[src/design/krt_pkg.sv]
// Shared types and constants for the keyed record table.
package krt_pkg;

  // Request operation codes.
  localparam logic [1:0] MODE_INSERT = 2'd0;
  localparam logic [1:0] MODE_DELETE = 2'd1;
  localparam logic [1:0] MODE_SELECT = 2'd2;
  localparam logic [1:0] MODE_UPDATE = 2'd3;

  // Field widths fixed by the request and response formats.
  localparam int KEY_W   = 32;
  localparam int PAY_W   = 64;
  localparam int COUNT_W = 7;

  // Commands from the controller to the datapath.
  typedef struct packed {
    logic accept;   // latch a new request and restart the scan
    logic scan;     // step the linear search
    logic hit;      // record the matching entry
    logic wr;       // insert at the end or update the matching entry
    logic del_rd;   // read the last filled entry
    logic del_wr;   // move the last entry into the freed slot
    logic load;     // load the response register
  } krt_cmd_t;

  // Status from the datapath to the controller.
  typedef struct packed {
    logic       hit;       // the entry just read holds the request key
    logic       scan_end;  // every filled entry was compared without a match
    logic       full;      // fill count equals the depth
    logic       out_free;  // the response register can take a new result
    logic [1:0] mode;      // operation of the request in progress
  } krt_stat_t;

endpackage

[src/design/krt_ctrl.sv]
// Controller state machine that sequences search, write-back and response.
module krt_ctrl
  import krt_pkg::*;
(
  input  logic      clk,
  input  logic      rst,
  input  logic      in_valid,
  output logic      in_stall,
  input  krt_stat_t stat,
  output krt_cmd_t  cmd
);

  localparam logic [2:0] S_IDLE = 3'd0;
  localparam logic [2:0] S_SCAN = 3'd1;
  localparam logic [2:0] S_WR   = 3'd2;
  localparam logic [2:0] S_DRD  = 3'd3;
  localparam logic [2:0] S_DWR  = 3'd4;
  localparam logic [2:0] S_DONE = 3'd5;

  logic [2:0] state;
  logic [2:0] state_next;

  // A new request is taken only in the idle state.
  assign in_stall = rst || (state != S_IDLE);

  // Next state and command decode.
  always_comb begin
    state_next = state;
    cmd        = '0;
    case (state)
      S_IDLE: begin
        if (in_valid && !in_stall) begin
          cmd.accept = 1'b1;
          state_next = S_SCAN;
        end
      end
      S_SCAN: begin
        if (stat.hit) begin
          cmd.hit = 1'b1;
          case (stat.mode)
            MODE_DELETE: state_next = S_DRD;
            MODE_UPDATE: state_next = S_WR;
            default:     state_next = S_DONE;
          endcase
        end else if (stat.scan_end) begin
          if ((stat.mode == MODE_INSERT) && !stat.full) begin
            state_next = S_WR;
          end else begin
            state_next = S_DONE;
          end
        end else begin
          cmd.scan = 1'b1;
        end
      end
      S_WR: begin
        cmd.wr     = 1'b1;
        state_next = S_DONE;
      end
      S_DRD: begin
        cmd.del_rd = 1'b1;
        state_next = S_DWR;
      end
      S_DWR: begin
        cmd.del_wr = 1'b1;
        state_next = S_DONE;
      end
      S_DONE: begin
        if (stat.out_free) begin
          cmd.load   = 1'b1;
          state_next = S_IDLE;
        end
      end
      default: begin
        state_next = S_IDLE;
      end
    endcase
  end

  // State register.
  always_ff @(posedge clk) begin
    if (rst) begin
      state <= S_IDLE;
    end else begin
      state <= state_next;
    end
  end

endmodule

[config.mk]
export PLATFORM = sky130hd
export DESIGN_NAME = krt_ctrl
export DESIGN_NICKNAME = d
export VERILOG_FILES = /design/src/design/krt_pkg.sv /design/src/design/krt_ctrl.sv
export SDC_FILE = /design/constraint.sdc
export NUM_CORES = 1
export LEC_CHECK = 0
export BUFFER_PORTS_ARGS = -buffer_cell sky130_fd_sc_hd__buf_2
export CAP_MARGIN = 0
export CORE_AREA = 2 2 39 41
export CTS_BUF_LIST = sky130_fd_sc_hd__clkbuf_4 sky130_fd_sc_hd__clkbuf_8 sky130_fd_sc_hd__clkbuf_16
export DETAILED_ROUTE_END_ITERATION = 6
export DIE_AREA = 0 0 41 43
export GPL_TIMING_DRIVEN = 0
export HOLD_SLACK_MARGIN = 0.12
export PLACE_DENSITY = 0.55
export SLEW_MARGIN = 10
export SYNTH_ARGS = -nofsm -noshare
export SYNTH_HDL_FRONTEND = slang
export SYNTH_SLANG_ARGS = --single-unit
[constraint.sdc]
create_clock -name clk -period 1.1 [get_ports clk]
set_clock_uncertainty 0.2 [all_clocks]
set_input_delay 0.11 -clock clk [delete_from_list [all_inputs] [get_ports clk]]
set_output_delay 0.11 -clock clk [all_outputs]
set_load 0.03 [all_outputs]
Yosys cells after proc, flatten, opt, wreduce, memory -nomap -nowiden
Cells that the tools add are included.

Bits in registers: 3. Word-level logic and storage cells: 39.

Eq/ne operators: 10. Mux-type cells: 18. Reductions and logical operators: 10.

Operator list (count): $mux W3 (5); $pmux W3 S5 (1); $mux W1 (10); $eq A3 B2 Y1 const B (2); $eq A3 B3 Y1 const B (2); $pmux W3 S2 (1); $ne A2 B2 Y1 const B (2); $eq A3 B1 Y1 const B (1); $logic_not A3 Y1 (1); $ne A3 B3 Y1 const B (1); $reduce_and A3 Y1 (1); $reduce_bool A3 Y1 (1); $eq A2 B1 Y1 const B (1); $eq A2 B2 Y1 const B (1); $logic_and A1 B1 Y1 (2); $logic_not A1 Y1 (2); $logic_not A2 Y1 (1); $mux W2 (1); $reduce_or A2 Y1 (1); $logic_or A1 B1 Y1 (1).

Longest topological paths before layout
Gate-level depths: netlist (run 1).

Depth in word-level cells: 6. Gate-level depth with buffers: 4. Gate-level depth less buffers: 3.

Worst setup path after synthesis (run 1)
OpenSTA, ideal clock, no wires.

Path kind: register to output. Start: reg state[0]. End: out cmd[6] (netlist name). Arrival: 1363 ps. Path slack: -573 ps. Stages on the path, launching flop included: 5. Path buffers: 1. Cells stage by stage: dfxtp_1 -> buf_6 -> nor3_1 -> nand2b_1 -> nor2_1.

RTL lines: from (decl) (RTL line krt_ctrl.sv:20) `logic [2:0] state;`; from (signal assigned) (RTL line krt_ctrl.sv:84) `state <= state_next;`; to (decl) (RTL line krt_ctrl.sv:10) `output krt_cmd_t cmd`.

==> results.cfg, run 1 <==
[detailed_routing]
first_pass_iters = 4
wl_per_cell_um = 10.6
vias = 373
drt-initial-drc-count = 4
drt_wl_total_um = 814
ant_nets = 0
vias_per_cell = 4.84
drcViolationCount = 0

[critical_path]
slowest_stage = dfxtp_1
cp_top_family = simple AND/OR/NAND/NOR gates
required_ns = 0.79
crit_arrival_ns = 1.27
critPathMaxStageDelay_ns = 0.30
end_kind = output pin
critPathKind = reg2out
path_max_fanout = 5
worstPathCellList = buf_6, nor3b_4, nor3b_4, buf_6
crit_buf_inv = 2
start_kind = flop

[layout]
multi_input_area_um2 = 263
final_cell_mix = 9 x buf_2, 8 x buf_6, 7 x buf_4
largest_reg_flops = 3
final_nets = 71
fillers = 138
layout.area.seq_um2 = 65.1
max_flop_register = state
mostFrequentLayoutCell = buf_2
diodes = 0
syn2layout_area_growth_pct = 102
reg.largest.list = state: 3 flops
drive_above_1_share_pct = 75.4

[clocking]
cts_root_buf = clkbuf_4
clock-sinks = 3
cts_tree = yes
cts.clk_slew.worst_paths_ns = 0.04
cts-buffers-inserted = 3
clk_latency_ns = 0.24
cts.path.max_buffers = 2
h-tree-depth = 1

[timing]
setup_viol = 11
worst_pin_slew_ns = 0.299
setup_slack_ns = -0.481
timing.final.crit_share_pct = 144
drv_slew = 0
timing.hold.ws_ns = -0.00319
relSlewSlack_pct = 79.9
period_needed_ns = 1.58
fin_tns_setup_ns = -3.83
fmax_mhz = 633
hold_violations = 3
rsz0062_at_grt = true

[die]
die-area_um2 = 1760
std_cell_rows = 14
ios = 17
core_area_um2 = 1380
start_util_pct = 21.3
chipHeight_um = 43
dieWidth_um = 41

[job]
maxCapViolations = 0

[pwr]
pwr_density_cell_nw_per_um2 = 1100
vdd_ir_drop_max_mv = 0.422
power_uw = 658
power_leakage_uw = 0.000257

[synth]
synth_area_um2 = 295
synth_area_per_cell_um2 = 8.44
ys_seq_area_share_pct = 20.3
synth_fp_nets = 44
synthCells = 35
ys_types = 21
ys_warn_count = 0
synth_seq_cells = 3

[grt]
antenna_found_initial = 0
grt_max_degree = 10
grt_pass1_vias = 319
overflow = 0
grt_pass1_wl_um = 1260
grt_usage_pct = 11.0

[placement]
pre_cts_ws_ns = -0.308
gp_congestion = 0.712
hpwl_um = 541
numPortBuffers = 16

[hold_path]
hold_class = in2reg

[run_status]
violations = negative hold slack, negative setup slack
status = finished with violations
[Yosys cell counts (all sizes together)]
cell	instances	area (um2)
dfxtp	3	60.1
nor4bb	1	16.3
a311oi	2	17.5
o21ai	1	8.76
a21o	1	7.51
a21oi	4	20.0
buf	3	30.0
nand4b	1	8.76
nor2	1	3.75
inv	2	7.51
nor3b	4	40.0
nand2	2	7.51
nor3	3	15.0
and2	1	6.26
nor4	1	12.5
o2bb2ai	1	8.76
and3	1	6.26
nor2b	2	12.5
nand2b	1	6.26
[metrics by stage]
step	hold WS, ns	utilization (%)	cell area (um2)	std cells
6_report	-0.00319	43.0	596	77
3_3_place_gp	0.237	33.1	458	67
2_1_floorplan	0.0676	-	358	35
3_5_place_dp	0.233	33.1	458	67
5_1_grt	0.0138	43.0	596	77
4_1_cts	-0.00998	41.5	574	76
[worst reg2reg max path, cell delays in order (launching register included)]
cell and delay (ns):
dfxtp_1 0.30, buf_6 0.13, nor3b_4 0.22, nor3b_4 0.24
buf_4 0.14, buf_4 0.09, a311oi_1 0.03
[cell families (layout without fill, tap and decap cells)]
kind of cell | count (synthesis) | after routing | share of synthesized area, %
simple gates | 18 | 18 | 45.8
flops | 3 | 3 | 20.3
compound gates | 9 | 9 | 21.2
buf+inv | 5 | 31 | 12.7
[report_power, final]
group / leakage (uW) / switching (uW) / total, uW / internal (uW)
Combinational: 0.000213 / 148 / 302 / 154
Sequential: 0.0000257 / 13.1 / 135 / 121
Clock: 0.0000184 / 61.0 / 222 / 161
[path summary, 6_finish.rpt]
| kind | depth (start not counted) | slack, ns | end | startpoint |
|---|---|---|---|---|
| max | 4 | -0.48 | cmd[5] | state[2] |
| min reg2reg | 2 | 0.45 | state[1] | state[1] |
| min | 3 | -0.003 | state[0] | rst |
| max reg2reg | 6 | -0.35 | state[2] | state[2] |
[cell type report]
| type | count | area share [%] |
|---|---|---|
| clock buffer | 4 | 5.04 |
| buffer | 1 | 1.89 |
| inverter | 2 | 1.68 |
| tap | 16 | 3.36 |
| sequential | 3 | 10.9 |
| multi-input combinational | 27 | 44.1 |
| timing repair buffer | 24 | 33.0 |
[per-layer routing]
layer | vias up | GRT usage, % | part of all wire [%]
met5 | - | 0 | 0
met4 | 0 | 10.0 | 3.1
met3 | 4 | 3.14 | 8.1
met2 | 17 | 14.1 | 46
met1 | 169 | 14.1 | 43
li1 | 183 | - | -
[repair_timing]
item / 4_1_cts / 5_1_grt
buffers inserted: 5 / 3
gates cloned: 0 / 0
gates resized for setup: 13 / 7
endpoints found under the setup margin: 11 / 11
pin swaps: 2 / 3
hold endpoints to repair: 3 / 3
Note: power is estimated with default switching activity, not from simulation.
==> run 2, diff against run 1 <==
BUFFER_PORTS_ARGS = not set   (was -buffer_cell sky130_fd_sc_hd__buf_2)
DONT_BUFFER_PORTS = 1   (was not set)
PLACE_DENSITY = 0.43   (was 0.55)
==> run 2 against run 1 <==
  * Highest routed layer is now met3
  * Critical path type unchanged
  * Clock power about the same
  * The flow still finishes with violations (negative hold slack, negative setup slack)
  * Non-clock buffer count decreased by 12
  * Largest power group unchanged
  * Sequential power increased by 9%
  * Register-to-register slack got worse by 0.09 ns
==> results.cfg, run 2 (synthesis gave the netlist of run 1 again) <==
[placement]
numPortBuffers = 0
hpwl_um = 569
post_dp_cell_area_um2 = 378
gp_congestion = 0.742

[clocking]
clk_latency_ns = 0.23
cts_hold_buf = 1
clock-sinks = 3
cts_root_buf = clkbuf_4
cts.path.max_buffers = 2
cts.clk_slew.worst_paths_ns = 0.04
cts_tree = yes
h-tree-depth = 1
cts-buffers-inserted = 3

[detailed_routing]
vias = 324
ant_nets = 0
first_pass_iters = 2
drcViolationCount = 0
drt_wl_total_um = 859
top_layer = met3
drt-met1-wl_um = 311
met2_length_um = 486
route.met3.wl_um = 61
vias_per_cell = 4.98
wl_per_cell_um = 13.2
drt-initial-drc-count = 2

[grt]
grt_pass1_wl_um = 1410
grt_pass1_vias = 343
grt_max_degree = 8
grt_usage_pct = 12.2
antenna_found_initial = 0
overflow = 0

[critical_path]
end_kind = output pin
required_ns = 0.79
start_kind = flop
crit_arrival_ns = 1.27
path_max_fanout = 5
critPathKind = reg2out

[timing]
worst_pin_slew_ns = 0.429
hold_violations = 3
timing.final.crit_share_pct = 143
drv_slew = 0
fmax_mhz = 634
timing.hold.ws_ns = -0.0784
period_needed_ns = 1.58
relSlewSlack_pct = 71.4
setup_slack_ns = -0.476
setup_viol = 11
rsz0062_at_grt = true

[die]
chipHeight_um = 43
std_cell_rows = 14
die-area_um2 = 1760
core_area_um2 = 1380
start_util_pct = 21.3
ios = 17
dieWidth_um = 41

[pwr]
cellInternalPower_uw = 453
power_leakage_uw = 0.000230
netSwitchingFraction_pct = 33.7
p_sw_uw = 230
p_clk_share_pct = 32.2
p_seq_share_pct = 21.6
vdd_ir_drop_max_mv = 0.346
pwr-share-comb_pct = 46.2
pwr_density_cell_nw_per_um2 = 1130

[layout]
largest_reg_flops = 3
fin_area_um2 = 603
final_nets = 59
max_flop_register = state
final_cell_mix = 5 x buf_6, 5 x buf_4, 4 x nor3b_4, 4 x clkbuf_4
final_util_pct = 43.6
diodes = 0
multi_input_area_um2 = 323
fillers = 142
layout.area.seq_um2 = 71.3
syn2layout_area_growth_pct = 104
reg.largest.list = state: 3 flops
drive_above_1_share_pct = 81.6

[run_status]
status = finished with violations
violations = negative hold slack, negative setup slack

[job]
maxCapViolations = 0

[hold_path]
hold_class = in2reg
-- run 2: cell count changes in the layout (fill, tap and decap cells not counted), moves of 2 or more --
| cell | delta |
|---|---|
| nor2b_1 | -2 |
| a311oi_2 | +2 |
| a311oi_1 | -2 |
| buf_4 | -2 |
| buf_2 | -9 |
| nor2b_4 | +2 |
| buf_6 | -3 |
| dfxtp_4 | +2 |
-- run 2: timing repair --
| action | in CTS | in global routing |
|---|---|---|
| endpoints found under the setup margin | 11 | 11 |
| setup buffers | 9 | 4 |
| hold endpoints to repair | 4 | 4 |
| pin swaps | 8 | 7 |
| resized for setup | 16 | 13 |
-- run 2: cell type report --
cell class                      instances  area share (%)
Clock buffer                            4            4.98
Inverter                                2            2.07
Multi-Input combinational cell         27            53.5
Sequential cell                         3            11.8
Tap cell                               16            3.32
Timing Repair Buffer                   13            24.3
-- run 2: metrics by stage --
step | power (uW) | TNS [ns] | std cells | setup WS, ns | hold WS [ns]
after global placement | 338 | -1.88 | 51 | -0.421 | 0.0715
after global routing | 732 | -4.28 | 65 | -0.537 | -0.0695
after floorplan | 319 | -1.29 | 35 | -0.312 | 0.0676
after CTS | 683 | -4.54 | 65 | -0.535 | -0.0926
final | 682 | -3.70 | 65 | -0.476 | -0.0784
after detailed placement | 343 | -2.07 | 51 | -0.440 | 0.0707
-- run 2: metal layers --
metal | GRT usage (%) | up-vias
met2 | 17.5 | 9
li1 | - | 159
met3 | 4.19 | 0
met1 | 14.7 | 156
met4 | 8.00 | 0
met5 | 0 | -
-- run 2: path summary, 6_finish.rpt --
check,end,from,depth (start not counted),slack (ns)
max,cmd[5],state[0],2,-0.48
min,state[0],rst,2,-0.08
max reg2reg,state[2],state[0],4,-0.44
min reg2reg,state[0],state[0],2,0.41
-- run 2: worst max-delay path, stage by stage, from the launching register on --
cell and delay (ns):
dfxtp_4 0.38, nor3b_4 0.22, nor3b_4 0.44
-- run 2: power groups by stage --
stage | clock [uW] | combinational, uW | sequential (uW)
finish | 219 | 316 | 147
global route | 244 | 338 | 150
CTS | 231 | 326 | 127
detailed placement | 0 | 216 | 127
global placement | 0 | 212 | 127
floorplan | 0 | 193 | 126
==> run 3, diff against run 2 <==
CORE_AREA = 5 5 42 44   (was 2 2 39 41)
DIE_AREA = 0 0 47 49   (was 0 0 41 43)
==> run 3 against run 2 <==
  * The flow still finishes with violations (negative hold slack, negative setup slack)
  * Clock-buffer cell count stayed put
  * Sequential power is 9.5% lower
  * Worst hold slack better by 0.0031 ns
  * Critical path depth is 1 higher
  * Setup slack worse by 0.067 ns
  * Utilization is 1.4 points lower
  * Power hardly changed
  * Sequential cell count stayed put
  * Combinational power is 5% higher
  * Largest power group unchanged
==> results.cfg, run 3 (synthesis gave the netlist of run 1 again) <==
[critical_path]
start_kind = flop
crit_arrival_ns = 1.33
rr_worst_depth = 4
r2r-start = state[0]
required_ns = 0.79
path_max_fanout = 8
cp-startpoint = state[2]
end_kind = output pin
r2r-end = state[2]
critPathKind = reg2out
reg2reg_slack_ns = -0.44

[clocking]
cts_tree = yes
cts.clk_slew.worst_paths_ns = 0.03
clock-sinks = 3
cts-buffers-inserted = 3
cts.path.max_buffers = 2
h-tree-depth = 1
cts_hold_buf = 1
clk_latency_ns = 0.23
cts_root_buf = clkbuf_4

[die]
dieWidth_um = 47
chipHeight_um = 49
ios = 17
die-area_um2 = 2300
start_util_pct = 21.1
std_cell_rows = 14
core_area_um2 = 1400

[timing]
drv_slew = 0
timing.final.crit_share_pct = 149
timing.hold.ws_ns = -0.0753
worst_pin_slew_ns = 0.459
rsz0062_at_grt = true
setup_slack_ns = -0.543
period_needed_ns = 1.64
relSlewSlack_pct = 69.4
fmax_mhz = 609
setup_viol = 11
hold_violations = 3

[layout]
fin_area_um2 = 591
fillers = 150
final_util_pct = 42.1
syn2layout_area_growth_pct = 100
reg.largest.list = state: 3 flops
largest_reg_flops = 3
final_cells = 67
final_nets = 61
diodes = 0
final_cell_mix = 10 x buf_4, 4 x nor3b_4, 4 x clkbuf_4
mostFrequentLayoutCell = buf_4
max_flop_register = state
drive_above_1_share_pct = 76.5

[hold_path]
hold_start = rst
min_to = state[0]
hold_depth = 2
hold_class = in2reg

[placement]
dp.cells = 51
pre_cts_ws_ns = -0.416
gp_congestion = 0.758
hpwl_um = 590
post_dp_cell_area_um2 = 378
numPortBuffers = 0

[pwr]
pwr_density_cell_nw_per_um2 = 1160
vdd_ir_drop_max_mv = 0.396
power_leakage_uw = 0.000234

[run_status]
status = finished with violations
violations = negative hold slack, negative setup slack

[grt]
grt_pass1_vias = 347
grt_pass1_wl_um = 1550
grt_max_degree = 10
overflow = 0
grt_usage_pct = 9.85
antenna_found_initial = 0

[detailed_routing]
vias = 335
wl_per_cell_um = 15.4
first_pass_iters = 1
drt-initial-drc-count = 0
vias_per_cell = 5.00
drt_wl_total_um = 1030
ant_nets = 0
drcViolationCount = 0

[job]
maxCapViolations = 0
[run 3: cell types whose count changed in the layout (fill, tap and decap cells not counted), moves of 2 or more]
cell	change
buf_4	+5
nor2b_1	+2
buf_6	-4
nor2b_4	-2
[run 3: worst max-delay path by stage]
stage / to / slack, ns / depth (start not counted)
6_report: cmd[5] / -0.54 / 3
5_1_grt: cmd[5] / -0.60 / 3
2_1_floorplan: state[2] / -0.31 / 4
4_1_cts: cmd[5] / -0.52 / 3
3_3_place_gp: state[2] / -0.42 / 4
3_5_place_dp: state[2] / -0.42 / 4
[run 3: what timing repair did]
item / in CTS / in global routing
setup buffers: 6 / 7
endpoints found under the hold margin: 4 / 4
setup endpoints to repair: 11 / 11
gates resized for setup: 7 / 12
pin swaps: 10 / 6
[run 3: routing by layer]
metal  global-route usage, %  share of wire, %  up-vias
met2                    14.7                52       15
met5                       0                 0        -
met4                    9.68               4.3        0
li1                        -                 -      162
met3                    2.58               6.3        5
met1                    10.3                37      153
[run 3: cell type report]
class                   count  area, um2  area share, %
repair buffers             14        143           24.2
well taps                  16       20.0           3.39
multi-input cells          27        309           52.3
flip-flops and latches      3       67.6           11.4
plain buffers               1       11.3           1.91
inverters                   2       10.0           1.69
clock buffers               4       30.0           5.08
[run 3: per-stage QoR]
step / TNS, ns / power (uW)
floorplan: -1.29 / 319
global route: -4.83 / 725
detailed placement: -2.01 / 342
global placement: -1.89 / 339
CTS: -4.44 / 637
finish: -4.30 / 682
[run 3: report_power, final]
group          total [uW]  switching, uW  internal (uW)  leakage (uW)
clock network         217           56.9            160     0.0000184
logic                 332            162            170      0.000190
registers             133           13.0            120     0.0000260
total                 682            232            451      0.000234
[run 3: worst max-delay path, stage by stage (launching register included)]
cell	delay, ns
dfxtp_1	0.30
buf_6	0.13
nor3b_4	0.22
nor3b_4	0.45
